$ cat config.mk
export PLATFORM = sky130hd
export DESIGN_NAME = fpsc_core
export DESIGN_NICKNAME = d
export VERILOG_FILES = /design/src/hw/rtl/fpsc_pkg.sv /design/src/hw/rtl/fpsc_core.sv
export SDC_FILE = /design/constraint.sdc
export NUM_CORES = 2
export LEC_CHECK = 0
export BUFFER_PORTS_ARGS = -buffer_cell sky130_fd_sc_hd__buf_2
export CORE_MARGIN = 2
export CORE_UTILIZATION = 33
export DETAILED_ROUTE_END_ITERATION = 8
export PLACE_DENSITY_LB_ADDON = 0.3
export SYNTH_ARGS = -nofsm -noshare
export SYNTH_HDL_FRONTEND = slang
export SYNTH_SLANG_ARGS = --single-unit
$ cat constraint.sdc
create_clock -name clk -period 9.41 [get_ports clk]
set_input_delay 0.941 -clock clk [delete_from_list [all_inputs] [get_ports clk]]
set_output_delay 0.941 -clock clk [all_outputs]
set_load 0.02 [all_outputs]
$ cat src/hw/rtl/fpsc_pkg.sv
// ----------------------------------------------------------------------------
// fpsc_pkg
// Shared constants, types and CRC helper for the firmware package checker.
// ----------------------------------------------------------------------------
package fpsc_pkg;

    localparam int WRITE_BYTES_DEF = 8;

    localparam logic [31:0] CRC_INIT = 32'hFFFF_FFFF;
    localparam logic [31:0] CRC_POLY = 32'hEDB8_8320;
    localparam logic [15:0] APP_ID   = 16'hA501;
    localparam logic [15:0] SIG_ID   = 16'h5A02;
    localparam logic [3:0]  HDR_LEN  = 4'd10;
    localparam logic [31:0] SIG_LEN  = 32'd256;
    localparam logic [31:0] MIN_PKG  = 32'd276;

    localparam logic [1:0] ACT_START = 2'd0;
    localparam logic [1:0] ACT_BYTE  = 2'd1;
    localparam logic [1:0] ACT_FINAL = 2'd2;

    localparam logic [1:0] CFG_PKG_LEN  = 2'd0;
    localparam logic [1:0] CFG_TARGET   = 2'd1;
    localparam logic [1:0] CFG_RSTART   = 2'd2;
    localparam logic [1:0] CFG_RSIZE    = 2'd3;

    localparam logic [2:0] ST_OK         = 3'd0;
    localparam logic [2:0] ST_STATE      = 3'd1;
    localparam logic [2:0] ST_FORMAT     = 3'd2;
    localparam logic [2:0] ST_INCOMPLETE = 3'd3;
    localparam logic [2:0] ST_CHECKSUM   = 3'd4;

    typedef enum logic [5:0] {
        PH_IDLE     = 6'b000001,
        PH_APP_HDR  = 6'b000010,
        PH_APP_DATA = 6'b000100,
        PH_SIG_HDR  = 6'b001000,
        PH_SIG_DATA = 6'b010000,
        PH_FAILED   = 6'b100000
    } phase_t;

    typedef struct packed {
        logic [2:0]  status;
        logic        write_valid;
        logic [31:0] flash_address;
        logic [63:0] write_data;
        logic [3:0]  write_count;
        logic        image_accepted;
    } result_t;

    function automatic logic [31:0] crc_byte(input logic [31:0] crc, input logic [7:0] b);
        logic [31:0] c;
        c = crc ^ {24'd0, b};
        for (int i = 0; i < 8; i++) begin
            c = c[0] ? ((c >> 1) ^ CRC_POLY) : (c >> 1);
        end
        return c;
    endfunction

    // Request [addr, addr+size) must lie in region and not pass 2^32.
    function automatic logic in_region(input logic [31:0] addr, input logic [32:0] size,
                                       input logic [31:0] rstart, input logic [31:0] rsize);
        logic [33:0] req_end;
        logic [33:0] reg_end;
        req_end = {1'b0, addr} + {1'b0, size};
        reg_end = {2'b0, rstart} + {2'b0, rsize};
        return (size != 33'd0) && (req_end <= 34'h1_0000_0000) && (addr >= rstart)
               && (req_end <= reg_end);
    endfunction

endpackage

$ cat src/hw/rtl/fpsc_core.sv
// ----------------------------------------------------------------------------
// fpsc_core
// Session state and the single-pass next-state and result logic per word.
// ----------------------------------------------------------------------------
module fpsc_core #(
    parameter int WRITE_BYTES = fpsc_pkg::WRITE_BYTES_DEF
) (
    input  logic              clk,
    input  logic              rst_n,
    input  logic              step,
    input  logic [1:0]        action,
    input  logic [7:0]        data_byte,
    input  logic [31:0]       package_length,
    input  logic [31:0]       target_base,
    input  logic [31:0]       region_start,
    input  logic [31:0]       region_size,
    output fpsc_pkg::result_t result,
    output fpsc_pkg::phase_t  phase
);
    localparam int PW = $clog2(WRITE_BYTES + 1);
    localparam logic [PW-1:0] WB = PW'(WRITE_BYTES);
    localparam logic [32:0]   WB33 = 33'(WRITE_BYTES);
    localparam int WB_TZ  = (WRITE_BYTES % 8 == 0) ? 3 : (WRITE_BYTES % 4 == 0) ? 2
                          : (WRITE_BYTES % 2 == 0) ? 1 : 0;
    localparam int WB_ODD = WRITE_BYTES >> WB_TZ;
    localparam int WB_DIG = (WB_ODD == 5) ? 4 : (WB_ODD == 7) ? 3 : 2;

    fpsc_pkg::phase_t phase_reg, phase_next;
    logic [79:0] hdr_reg, hdr_next;
    logic [3:0]  hcnt_reg, hcnt_next;
    logic [31:0] app_len_reg, app_len_next, app_exp_reg, app_exp_next;
    logic [31:0] sig_exp_reg, sig_exp_next, pkg_cnt_reg, pkg_cnt_next;
    logic [31:0] app_cnt_reg, app_cnt_next, wr_cnt_reg, wr_cnt_next;
    logic [63:0] pend_reg, pend_next;
    logic [PW-1:0] pcnt_reg, pcnt_next;
    logic [31:0] app_crc_reg, app_crc_next, sig_crc_reg, sig_crc_next;
    logic [8:0]  sig_cnt_reg, sig_cnt_next;

    // Size modulo WRITE_BYTES: keep the low power-of-two bits and reduce the
    // rest modulo the odd factor by summing digits whose weight is 1 mod it.
    function automatic logic [3:0] size_rem(input logic [31:0] v);
        logic [31:0] q;
        logic [7:0]  acc;
        logic [7:0]  nxt;
        logic [3:0]  lo;
        q   = v >> WB_TZ;
        lo  = 4'(v & ((32'd1 << WB_TZ) - 32'd1));
        acc = 8'd0;
        for (int i = 0; i < 32; i += WB_DIG)
            acc = acc + 8'((q >> i) & ((32'd1 << WB_DIG) - 32'd1));
        for (int r = 0; r < 2; r++)
        begin
            nxt = 8'd0;
            for (int i = 0; i < 8; i += WB_DIG)
                nxt = nxt + 8'((acc >> i) & ((8'd1 << WB_DIG) - 8'd1));
            acc = nxt;
        end
        for (int r = 0; r < 3; r++)
            if (acc >= 8'(WB_ODD)) acc = acc - 8'(WB_ODD);
        if (WB_ODD == 1) acc = 8'd0;
        return 4'((acc << WB_TZ) | 8'(lo));
    endfunction

    assign phase = phase_reg;

    always_comb
    begin
        logic [79:0] h;
        logic [31:0] sz;
        logic [32:0] aligned;
        logic [32:0] rem;
        logic [2:0]  st;
        logic        emit, active;
        logic [63:0] pw;
        phase_next = phase_reg; hdr_next = hdr_reg; hcnt_next = hcnt_reg;
        app_len_next = app_len_reg; app_exp_next = app_exp_reg; sig_exp_next = sig_exp_reg;
        pkg_cnt_next = pkg_cnt_reg; app_cnt_next = app_cnt_reg; wr_cnt_next = wr_cnt_reg;
        pend_next = pend_reg; pcnt_next = pcnt_reg; app_crc_next = app_crc_reg;
        sig_crc_next = sig_crc_reg; sig_cnt_next = sig_cnt_reg;
        result = '0;
        st = fpsc_pkg::ST_OK;
        emit = 1'b0;
        pw = pend_reg;
        h = hdr_reg;
        sz = 32'd0; aligned = 33'd0; rem = 33'd0;
        active = (phase_reg == fpsc_pkg::PH_APP_HDR) || (phase_reg == fpsc_pkg::PH_APP_DATA)
              || (phase_reg == fpsc_pkg::PH_SIG_HDR) || (phase_reg == fpsc_pkg::PH_SIG_DATA);
        if (action == fpsc_pkg::ACT_START) begin
            hdr_next = '0; hcnt_next = '0; app_len_next = '0; app_exp_next = '0;
            sig_exp_next = '0; pkg_cnt_next = '0; app_cnt_next = '0; wr_cnt_next = '0;
            pend_next = '0; pcnt_next = '0; app_crc_next = fpsc_pkg::CRC_INIT;
            sig_crc_next = fpsc_pkg::CRC_INIT; sig_cnt_next = '0;
            if (package_length < fpsc_pkg::MIN_PKG
                || !fpsc_pkg::in_region(target_base, WB33, region_start, region_size)) begin
                st = fpsc_pkg::ST_FORMAT;
                phase_next = fpsc_pkg::PH_IDLE;
            end else begin
                phase_next = fpsc_pkg::PH_APP_HDR;
            end
        end else if (action == fpsc_pkg::ACT_BYTE && active) begin
            if (pkg_cnt_reg >= package_length) begin
                st = fpsc_pkg::ST_FORMAT;
            end else begin
                pkg_cnt_next = pkg_cnt_reg + 32'd1;
                if (phase_reg == fpsc_pkg::PH_APP_HDR || phase_reg == fpsc_pkg::PH_SIG_HDR)
                begin
                    h[hcnt_reg*8 +: 8] = data_byte;
                    hdr_next = h;
                    if (hcnt_reg != fpsc_pkg::HDR_LEN - 4'd1) begin
                        hcnt_next = hcnt_reg + 4'd1;
                    end else begin
                        hcnt_next = '0;
                        if (phase_reg == fpsc_pkg::PH_APP_HDR) begin
                            sz = h[47:16];
                            rem = 33'(size_rem(sz));
                            aligned = {1'b0, sz} + ((rem == 33'd0) ? 33'd0 : (WB33 - rem));
                            if (h[15:0] != fpsc_pkg::APP_ID) begin
                                st = fpsc_pkg::ST_FORMAT;
                            end else begin
                                app_len_next = sz;
                                app_exp_next = h[79:48];
                                if (!fpsc_pkg::in_region(target_base, aligned,
                                                         region_start, region_size)
                                    || ({1'b0, sz} + 33'd276 != {1'b0, package_length}))
                                    st = fpsc_pkg::ST_FORMAT;
                                else
                                    phase_next = fpsc_pkg::PH_APP_DATA;
                            end
                        end else begin
                            if (h[15:0] != fpsc_pkg::SIG_ID || h[47:16] != fpsc_pkg::SIG_LEN)
                                st = fpsc_pkg::ST_FORMAT;
                            else begin
                                sig_exp_next = h[79:48];
                                sig_cnt_next = '0;
                                phase_next = fpsc_pkg::PH_SIG_DATA;
                            end
                        end
                    end
                end else if (phase_reg == fpsc_pkg::PH_APP_DATA) begin
                    if (app_cnt_reg >= app_len_reg || pcnt_reg >= WB) begin
                        st = fpsc_pkg::ST_FORMAT;
                    end else begin
                        pw[pcnt_reg*8 +: 8] = data_byte;
                        pend_next = pw;
                        pcnt_next = pcnt_reg + PW'(1);
                        app_cnt_next = app_cnt_reg + 32'd1;
                        app_crc_next = fpsc_pkg::crc_byte(app_crc_reg, data_byte);
                        if (pcnt_next == WB) emit = 1'b1;
                        if (app_cnt_next == app_len_reg) phase_next = fpsc_pkg::PH_SIG_HDR;
                    end
                end else begin
                    if ({23'd0, sig_cnt_reg} >= fpsc_pkg::SIG_LEN)
                        st = fpsc_pkg::ST_FORMAT;
                    else begin
                        sig_cnt_next = sig_cnt_reg + 9'd1;
                        sig_crc_next = fpsc_pkg::crc_byte(sig_crc_reg, data_byte);
                    end
                end
            end
            if (st != fpsc_pkg::ST_OK) phase_next = fpsc_pkg::PH_FAILED;
        end else if (action == fpsc_pkg::ACT_FINAL && active) begin
            if (pkg_cnt_reg != package_length || phase_reg != fpsc_pkg::PH_SIG_DATA
                || {23'd0, sig_cnt_reg} != fpsc_pkg::SIG_LEN || app_cnt_reg != app_len_reg)
                st = fpsc_pkg::ST_INCOMPLETE;
            else begin
                emit = (pcnt_reg != '0);
                if (~sig_crc_reg != sig_exp_reg || ~app_crc_reg != app_exp_reg)
                    st = fpsc_pkg::ST_CHECKSUM;
                else begin
                    result.image_accepted = 1'b1;
                    phase_next = fpsc_pkg::PH_IDLE;
                end
            end
            if (st != fpsc_pkg::ST_OK) phase_next = fpsc_pkg::PH_FAILED;
        end else begin
            st = fpsc_pkg::ST_STATE;
        end
        if (emit) begin
            result.write_valid   = 1'b1;
            result.flash_address = target_base + wr_cnt_reg;
            result.write_data    = pw;
            result.write_count   = 4'(pcnt_next == WB ? WB : pcnt_reg);
            wr_cnt_next = wr_cnt_reg + 32'(result.write_count);
            pend_next = '0;
            pcnt_next = '0;
        end
        result.status = st;
    end

    always_ff @(posedge clk or negedge rst_n)
    begin
        if (!rst_n) begin
            phase_reg <= fpsc_pkg::PH_IDLE;
            hdr_reg <= '0; hcnt_reg <= '0; app_len_reg <= '0; app_exp_reg <= '0;
            sig_exp_reg <= '0; pkg_cnt_reg <= '0; app_cnt_reg <= '0; wr_cnt_reg <= '0;
            pend_reg <= '0; pcnt_reg <= '0; app_crc_reg <= fpsc_pkg::CRC_INIT;
            sig_crc_reg <= fpsc_pkg::CRC_INIT; sig_cnt_reg <= '0;
        end else if (step) begin
            phase_reg <= phase_next;
            hdr_reg <= hdr_next; hcnt_reg <= hcnt_next; app_len_reg <= app_len_next;
            app_exp_reg <= app_exp_next; sig_exp_reg <= sig_exp_next;
            pkg_cnt_reg <= pkg_cnt_next; app_cnt_reg <= app_cnt_next;
            wr_cnt_reg <= wr_cnt_next; pend_reg <= pend_next; pcnt_reg <= pcnt_next;
            app_crc_reg <= app_crc_next; sig_crc_reg <= sig_crc_next;
            sig_cnt_reg <= sig_cnt_next;
        end
    end
endmodule

==> flow_metrics.tcl <==
set metrics [dict create \
    status "complete, no violations" \
    ff_latch_area_um2 10700 \
    grt_max_degree 157 \
    p_switching_mw 3.38 \
    slew_viol_final 0 \
    core_um2 107000 \
    synth_edf_count 0 \
    vias 32600 \
    multi_input_area_um2 23800 \
    power_frac_seq_pct 28.9 \
    pwr-share-clk_pct 26.0 \
    cp_data_arrival_time_ns 8.14 \
    cts.root.buffer_cell "clkbuf_16" \
    cp-end-kind "output port" \
    dp_hpwl_um 98200 \
    p_int_mw 4.97 \
    cts_tree "built" \
    clk_latency_ns 0.64 \
    first_global_vias 31500 \
    finalClockSkew_ns 0.0632 \
    gp_congestion 0.976 \
    synth_warnings 0 \
    synthSimpleGateAreaFrac_pct 20.5 \
    crit_required_ns 8.47 \
    yosys-top-cells-area "dfrtp_1 25%, ha_1 9.8%, xnor2_1 7.0%" \
    dr.pass1.iters 6 \
    cpPeakStageDelay_ns 0.52 \
    synth_xor_xnor_area_share_pct 11.6 \
    synth_top_family_by_area "simple AND/OR/NAND/NOR gates" \
    path_max_fanout 11 \
    tns_ns 0 \
    die_x_um 332 \
    yosys.area.top_type "dfrtp_1" \
    numCtsBuffers 51 \
    layout.nets 4832 \
    synthArstFlopShare_pct 100 \
    yosysMostFrequentCell "nor2_1" \
    hold_viol_final 0 \
    start_util_pct 33.3 \
    peakVddDrop_mv 0.250 \
    antenna_cells 0 \
    grt_pass1_wl_um 196000 \
    synth-compound-area-share_pct 17.8 \
    drc 0 \
    min_path_type "in2async" \
    crit_path_start_kind "flip-flop" \
    ant_nets 0 \
    netlist_area_um2 35600 \
    synth_top_area_share_pct 25.2 \
    cts.clk_slew.worst_paths_ns 0.06 \
    die_area_um2 111000 \
    synthTopCellsByCount "415 x nor2_1, 383 x nand2_1, 358 x dfrtp_1, 286 x xnor2_1, 279 x ha_1" \
    synthAdderAreaFrac_pct 9.97 \
    syn-instance-count 4213 \
    switching_share_pct 40.5 \
    fin_crit_ns 9.08 \
    ys_seq_area_share_pct 30.0 \
    synth-seq-cells 423 \
    antenna_found_initial 2 \
    synth.area.mux_share_pct 6.24 \
    cts_buffer_depth 3 \
    power_density_nw_per_um2 206 \
    ios 252 \
    combPwrFrac_pct 45.2 \
    tightest_slew_ns 1.20 \
    grtUsageTotal_pct 22.7 \
    nFillCells 11000 \
    critPathMostFrequentCell "ha_1" \
    cts.sinks 423 \
    clock.fmax_ghz 0.110 \
    maxSlewHeadroom_pct 19.7 \
    port_buffers 251 \
    vias_per_cell 5.57 \
    synth_cell_type_count 108 \
    max_cap_viol_count 0 \
    syn2layout_area_growth_pct 13.7 \
    htreeDepth 2 \
    fin_util_pct 37.8 \
    hold_buffers 0 \
    power.leakage_nw 17.9 \
    synth-main-ff-cell "dfrtp_1" \
    syn-mean-instance-area_um2 8.45 \
    post-route-period-util_pct 96.5 \
    slowest_stage "or4_1" \
    crit_type "reg2out" \
    wl_per_cell_um 22.1 \
    die_h_um 332 \
    largest_reg_flops 80 \
    overflow 0 \
    rows 120 \
    routed_wirelength_um 129000 \
    finalSetupViolCount 0 \
    initialDrtViolationCount 2641 \
    drive_gt1_share_pct 15.8 \
]
[worst max-delay path: cells and delay by family, from the launching register on]
kind,cells,cell delay (ns)
adder cells (fa/ha/maj),4,1.27
XOR/XNOR,1,0.17
AND/OR/NAND/NOR,14,2.78
buffers and inverters,4,0.63
AO/OA/AOI/OAI,10,2.18
flip-flops,1,0.47
[layout make-up]
type / count / share of cell area, %
multi-input combinational: 3427 / 58.7
sequential: 423 / 26.3
timing repair buffer: 325 / 4.53
tap: 1403 / 4.33
clock buffer: 70 / 3.50
inverter: 181 / 1.68
clock inverter: 25 / 0.942
[through the flow]
stage	instance area, µm²	power [mW]	hold slack [ns]	setup WS (ns)	std cells
after floorplan	35600	5.10	0.449	0.885	4216
after global placement	38500	6.13	0.461	0.572	5756
after detailed placement	38500	6.14	0.467	0.439	5756
after CTS	40400	8.36	0.296	0.00960	5852
after global routing	40500	8.87	0.317	-0.0190	5854
final	40500	8.35	0.281	0.332	5854
[cell families (layout without fill, tap and decap cells)]
group	after synthesis	count (layout)
multiplexers	201	201
AO/OA/AOI/OAI	989	989
AND/OR/NAND/NOR	1483	1483
XOR/XNOR	468	468
other	1	4
flip-flops	423	423
adder cells (fa/ha/maj)	282	282
buffers and inverters	366	601
[cells in the final DEF, fill, tap and decap left out, types with 15 or more instances in the layout]
| master | instances |
|---|---|
| a211oi_1 | 15 |
| a21o_1 | 99 |
| a21oi_1 | 244 |
| a22o_1 | 20 |
| a31oi_1 | 61 |
| and2_1 | 34 |
| and3_1 | 50 |
| buf_2 | 250 |
| buf_4 | 73 |
| clkbuf_16 | 51 |
| dfrtp_1 | 355 |
| dfstp_2 | 65 |
| ha_1 | 276 |
| inv_1 | 180 |
| mux2_2 | 127 |
| mux2i_1 | 65 |
| nand2_1 | 382 |
| nand2b_1 | 26 |
| nand3_1 | 144 |
| nand4_1 | 98 |
| nor2_1 | 412 |
| nor2b_1 | 32 |
| nor3_1 | 85 |
| nor4_1 | 51 |
| o211ai_1 | 22 |
| o21a_1 | 20 |
| o21ai_0 | 254 |
| o21bai_1 | 16 |
| o2bb2ai_1 | 38 |
| o31ai_1 | 51 |
| or2_2 | 21 |
| or3_1 | 40 |
| or4_1 | 17 |
| xnor2_1 | 286 |
| xor2_1 | 179 |
[final timing paths]
check                              from         endpoint  slack (ns)  cells after the start
max reg2reg                 hcnt_reg[1]         phase[5]        1.71                     35
min                               rst_n  sig_exp_reg[31]        0.28                      1
min in group clk           pend_reg[56]     pend_reg[56]        0.48                      2
max                         hcnt_reg[1]      result[103]        0.33                     33
max in group asynchronous         rst_n   wr_cnt_reg[24]        6.86                      3
min reg2reg                pend_reg[56]     pend_reg[56]        0.48                      2
[per-layer routing]
metal / wire length [µm] / up-vias / track usage (%)
met5: 11 / - / 0
met4: 5470 / 2 / 8.79
met3: 6270 / 229 / 2.34
met2: 60800 / 913 / 37.9
met1: 56900 / 15900 / 30.1
li1: - / 15500 / -
[power groups by stage]
stage | combinational, mW | sequential [mW] | clock, mW
after floorplan | 2.76 | 2.34 | 0
after CTS | 3.74 | 2.41 | 2.21
after global routing | 4.15 | 2.44 | 2.27
after detailed placement | 3.70 | 2.44 | 0
final | 3.77 | 2.41 | 2.17
after global placement | 3.69 | 2.43 | 0
[what timing repair did]
action,4_1_cts,5_1_grt
pin swaps,2,4
buffers inserted,1,2
hold endpoints to repair,0,0
resized for setup,8,21
cloned,0,0
setup endpoints to repair,1,1
Note: power is estimated with default switching activity, not from simulation.
